$ cat src/rtl/geh_pkg.sv
package geh_pkg;

  // Sizing
  localparam int MAX_BINS      = 256;
  localparam int NUM_DETECTORS = 64;

  // Field widths (fixed by the interface)
  localparam int KIND_W     = 2;
  localparam int FTIME_W    = 40;
  localparam int DET_W      = 6;
  localparam int TIME_W     = 24;
  localparam int EIDX_W     = 9;
  localparam int BIDX_W     = 8;
  localparam int NB_CFG_W   = 9;
  localparam int CNT_W      = 32;
  localparam int RES_KIND_W = 1;

  // Input word layout, lowest bit first
  localparam int FTIME_LSB = 0;
  localparam int DET_LSB   = FTIME_LSB + FTIME_W;
  localparam int TOF_LSB   = DET_LSB + DET_W;
  localparam int EIDX_LSB  = TOF_LSB + TIME_W;
  localparam int EVAL_LSB  = EIDX_LSB + EIDX_W;
  localparam int BIDX_LSB  = EVAL_LSB + TIME_W;
  localparam int IN_RAW_W  = BIDX_LSB + BIDX_W;
  localparam int IN_DATA_W = ((IN_RAW_W + 7) / 8) * 8;

  // Output word layout, lowest bit first
  localparam int FIW_LSB    = 0;
  localparam int FRAMES_LSB = FIW_LSB + 1;
  localparam int COUNT_LSB  = FRAMES_LSB + CNT_W;
  localparam int OUT_RAW_W  = COUNT_LSB + CNT_W;
  localparam int OUT_DATA_W = ((OUT_RAW_W + 7) / 8) * 8;

  // Configuration port
  localparam int CFG_IDX_W  = 2;
  localparam int CFG_DATA_W = FTIME_W;

  // Derived storage sizes
  localparam int BIN_W      = $clog2(MAX_BINS + 1);
  localparam int EDGE_DEPTH = MAX_BINS + 1;
  localparam int EDGE_AW    = $clog2(EDGE_DEPTH);
  localparam int CNT_DEPTH  = NUM_DETECTORS * MAX_BINS;
  localparam int CNT_AW     = $clog2(CNT_DEPTH);

  typedef enum logic [KIND_W-1:0] {
    KIND_FRAME = 2'd0,
    KIND_EVENT = 2'd1,
    KIND_EDGE  = 2'd2,
    KIND_READ  = 2'd3
  } kind_e;

  typedef enum logic [RES_KIND_W-1:0] {
    RES_FRAME = 1'b0,
    RES_COUNT = 1'b1
  } res_kind_e;

  typedef enum logic [CFG_IDX_W-1:0] {
    CFG_WIN_START = 2'd0,
    CFG_WIN_END   = 2'd1,
    CFG_NUM_BINS  = 2'd2
  } cfg_idx_e;

  typedef enum logic [1:0] {
    CMP_WIN_START,
    CMP_WIN_END,
    CMP_EDGE
  } cmp_sel_e;

  typedef enum logic [3:0] {
    S_CLEAR,
    S_IDLE,
    S_FR_LO,
    S_FR_HI,
    S_EDGE_LO,
    S_EDGE_HI,
    S_SEARCH,
    S_CNT_WR,
    S_READ,
    S_OUT
  } state_e;

  typedef struct packed {
    logic [CNT_W-1:0] count;
    logic [CNT_W-1:0] frames;
    logic             fiw;
  } out_word_t;

endpackage

$ cat src/rtl/geh_cmp.sv
module geh_cmp import geh_pkg::*; (
  input  cmp_sel_e           sel_i,
  input  logic [FTIME_W-1:0] ftime_i,
  input  logic [FTIME_W-1:0] win_start_i,
  input  logic [FTIME_W-1:0] win_end_i,
  input  logic [TIME_W-1:0]  tof_i,
  input  logic [TIME_W-1:0]  edge_i,
  output logic               lt_o
);

  logic [FTIME_W-1:0] op_a;
  logic [FTIME_W-1:0] op_b;

  // single shared less-than, operands picked by the sequencer
  always_comb begin
    op_a = ftime_i;
    op_b = win_start_i;
    unique case (sel_i)
      CMP_WIN_START: begin
        op_a = ftime_i;
        op_b = win_start_i;
      end
      CMP_WIN_END: begin
        op_a = ftime_i;
        op_b = win_end_i;
      end
      CMP_EDGE: begin
        op_a = FTIME_W'(tof_i);
        op_b = FTIME_W'(edge_i);
      end
      default: begin
        op_a = ftime_i;
        op_b = win_start_i;
      end
    endcase
  end

  assign lt_o = (op_a < op_b);

endmodule

$ cat config.mk
export PLATFORM = sky130hd
export DESIGN_NAME = geh_cmp
export DESIGN_NICKNAME = d
export VERILOG_FILES = /design/src/rtl/geh_pkg.sv /design/src/rtl/geh_cmp.sv
export SDC_FILE = /design/constraint.sdc
export NUM_CORES = 1
export LEC_CHECK = 0
export BUFFER_PORTS_ARGS = -buffer_cell sky130_fd_sc_hd__buf_2
export CAP_MARGIN = 20
export CORE_UTILIZATION = 35
export DETAILED_ROUTE_END_ITERATION = 16
export GPL_TIMING_DRIVEN = 0
export PLACE_DENSITY = 0.73
export SYNTH_ARGS = -nofsm -noshare
export SYNTH_HDL_FRONTEND = slang
export SYNTH_SLANG_ARGS = --single-unit
$ cat constraint.sdc
create_clock -name vclk -period 7.3
set_input_delay 0.365 -clock vclk [all_inputs]
set_output_delay 0.365 -clock vclk [all_outputs]
set_load 0.05 [all_outputs]
# Word-level counts from Yosys, hierarchy flattened
# Cells that the tools add are included.
# totals
regBits,0
in_bits,170
# classes
eq_ne,2
n_mux,2
magnitude_cmp,1
# ops
operator,count
$pmux 40 s2,1
$lt 40x40->1,1
$mux 40,1
$eq 2x1->1 const B,1
$eq 2x2->1 const B,1

# Logic depth before layout (Yosys ltp)
# logic_depth
word_depth,3
depth_mapped,12
ltp_nobuf,11

# Worst setup path before layout
# OpenSTA, ideal clock, no wires.
# synth_timing
path_type,input to output
from,input port sel_i[0]
to,output port lt_o
setup_slack_ns,3.743
arrival_ns,3.192
stages,12
t_required_ns,6.935
path_cell_list,inv_1 ha_1 buf_2 nor2b_1 buf_2 a22oi_1 ha_1 a21o_1 a21o_1 a21oi_1 o41ai_1 nor4b_2
# synth_between
elab_chain_len,3
word_cells_on_any_way,5
classes_between,1 x order compare; 2 x eq/ne; 2 x mux
# synth_rtl
element,line,text
"start, declared",geh_cmp.sv:2,"input cmp_sel_e sel_i,"
$eq 2x2->1 or $eq 2x1->1 (tied branches),geh_cmp.sv:18,unique case (sel_i)
$pmux 40 s2 or $mux 40 (tied branches),geh_cmp.sv:18,
$lt 40x40->1 (*),geh_cmp.sv:38,assign lt_o = (op_a < op_b);
"end, declared",geh_cmp.sv:8,output logic lt_o
# Every way passes the cells marked *; elsewhere a longest branch is shown, timed or not.

# Worst setup path after layout
# Same ends and word-level chain as after synthesis.

==> impl_metrics.env <==
export IMPL_dp_hpwl_um=5660
export IMPL_grtUsageTotal_pct=22.7
export IMPL_synthDistinctLibCells=30
export IMPL_crit_top_cell="buf_2"
export IMPL_status="complete, no violations"
export IMPL_min_period_over_period_pct=50.7
export IMPL_wl_per_cell_um=13.9
export IMPL_core_um2=4880
export IMPL_hold_ws_ps=1430
export IMPL_layout_drive_gt1_share_pct=51.5
export IMPL_maxSlewViolCount=0
export IMPL_clkbuf_count=0
export IMPL_place_gp_congestion=0.753
export IMPL_min_path_type="input pin to output pin"
export IMPL_ioPinCount=171
export IMPL_cts_resized=0
export IMPL_die_area_um2=5540
export IMPL_grt_ovfl_total=0
export IMPL_slew_headroom_pct=65.0
export IMPL_multi_input_area_um2=1740
export IMPL_portBuffers=171
export IMPL_nets=613
export IMPL_grt_pass1_wl_um=10100
export IMPL_drtIter0Drc=94
export IMPL_die_h_um=74.4
export IMPL_post_cts_buffers=0
export IMPL_syn_inst=229
export IMPL_arrival_ps=3340
export IMPL_worstSetupEndpointType="output pin"
export IMPL_grt_antenna_before_repair=0
export IMPL_p_leak_nw=1.45
export IMPL_setup_viol=0
export IMPL_crit_type="input pin to output pin"
export IMPL_cts_hold_buffers=0
export IMPL_cp_start_kind="input pin"
export IMPL_ir_worst_vdd_v=0.0000383
export IMPL_regArea_um2=0
export IMPL_area_growth_pct=51.2
export IMPL_yosysWarnings=0
export IMPL_die_x_um=74.4
export IMPL_ant_nets=0
export IMPL_grt_max_degree=11
export IMPL_rsz0062_at_grt="no"
export IMPL_drc=0
export IMPL_period_minus_slack_ps=3700
export IMPL_slowest_stage="nor4_2"
export IMPL_first_global_vias=2369
export IMPL_synth_area_um2=1840
export IMPL_numSequentialCells=0
export IMPL_vias=2500
export IMPL_critPathRequiredTime_ps=6930
export IMPL_tightest_slew_ps=525
export IMPL_syn_area_per_cell_um2=8.02
export IMPL_path_cells="buf_2 > inv_1 > ha_1 > buf_2 > buf_2 > clkbuf_1 > a22oi_1 > ha_1 > nand4_2 > nor4_2 > nand3_1 > a211oi_2 > nor4b_2 > buf_2"
export IMPL_start_util_pct=37.6
export IMPL_synth_nets=440
export IMPL_drt_total_wl_um=6500
export IMPL_first_pass_iters=4
export IMPL_std_cell_rows=25
export IMPL_p_per_area_nw_per_um2=74.4
export IMPL_nFillCells=503
export IMPL_synth_seq_area_share_pct=0
export IMPL_max_stage_delay_ps=400
export IMPL_num_antenna_cells=0
export IMPL_fin_total_pwr_mw=0.206
export IMPL_timing_fmax_mhz=270
export IMPL_drt_vias_per_instance=5.35
export IMPL_max_cap_violations=0
export IMPL_finalHoldViolations=0
export IMPL_fin_setup_tns_ps=0
export IMPL_critPathMaxFanout=10
[kinds of logic (layout without fill, tap and decap cells)]
kind of cell,after synthesis,after routing,share of synthesized area (%)
AND/OR/NAND/NOR,45,45,14.6
adder cells (fa/ha/maj),41,41,27.9
multiplexers,24,24,14.7
AO/OA/AOI/OAI,98,98,37.6
buffers and inverters,21,192,5.18
[stage by stage]
step / instances / setup slack [ps] / util [%] / cell area [um^2]
after floorplan: 229 / 3740 / - / 1840
after global placement: 467 / 3560 / 56.9 / 2780
after detailed placement: 467 / 3560 / 56.9 / 2780
after CTS: 467 / 3550 / 56.9 / 2780
after global routing: 467 / 3280 / 56.9 / 2780
final: 467 / 3600 / 56.9 / 2780
[report_power, final]
| part | total (mW) | switching, mW | internal [mW] |
|---|---|---|---|
| registers | 0 | 0 | 0 |
| clock network | 0 | 0 | 0 |
| logic | 0.206 | 0.101 | 0.106 |
[layout by cell type (no fill, tap or decap)]
cell type / netlist / layout
nand2b_1: 1 / 1
o41ai_1: 1 / 1
o21ai_1: 1 / 1
nor2b_1: 17 / 17
nand4_2: 1 / 1
nand4_1: 7 / 7
a31oi_1: 1 / 1
a221o_1: 24 / 24
a22oi_1: 15 / 15
o2111a_1: 1 / 1
nand2_1: 7 / 7
buf_2: 7 / 178
ha_1: 41 / 41
nor2_1: 5 / 5
nor4_2: 1 / 1
a211oi_1: 1 / 1
a211oi_2: 1 / 1
inv_1: 3 / 3
and3_1: 1 / 1
a21oi_1: 17 / 17
a2111oi_0: 1 / 1
o21ai_0: 28 / 28
nor4b_2: 1 / 1
buf_6: 1 / 1
mux2_2: 23 / 23
nor3_1: 1 / 1
a21o_1: 7 / 7
clkbuf_1: 10 / 10
nand3_1: 3 / 3
mux2i_1: 1 / 1
[metal layers]
layer  vias to the layer above  global-route usage [%]  routed length (um)
li1                       1271                       -                   -
met1                      1103                    28.0                2820
met2                       118                    43.5                3150
met3                         8                    1.63                 455
met4                         0                    3.14                  78
met5                         -                       0                   0
[synthesized netlist by cell type, types with 3 or more instances]
cell,count,area (um^2)
clkbuf_1,10,37.5
o21ai_0,28,140
inv_1,3,11.3
a21o_1,7,52.6
a221o_1,24,240
nor2b_1,17,106
mux2_2,23,259
nand3_1,3,15.0
buf_2,7,35.0
nand4_1,7,43.8
ha_1,41,513
a22oi_1,15,113
nor2_1,5,18.8
a21oi_1,17,85.1
nand2_1,7,26.3
[final cells by class]
cell class                      instances  share of cell area [%]
Buffer                                 18                    3.02
Inverter                                3                   0.406
Timing Repair Buffer                  171                    30.8
Multi-Input combinational cell        208                    62.7
Tap cell                               67                    3.02
[worst max-delay path: cells and delay by family]
kind | cells | cell delay (ps)
compound gates | 2 | 440
fa+ha+maj | 2 | 590
buf+inv | 6 | 1140
simple gates | 4 | 800
[worst paths after layout]
path | start | end | slack [ps] | cells after the start
setup / recovery | sel_i[0] | lt_o | 3600 | 14
hold / removal | ftime_i[39] | lt_o | 1430 | 7
No activity file was read; power rests on OpenSTA's default activity.
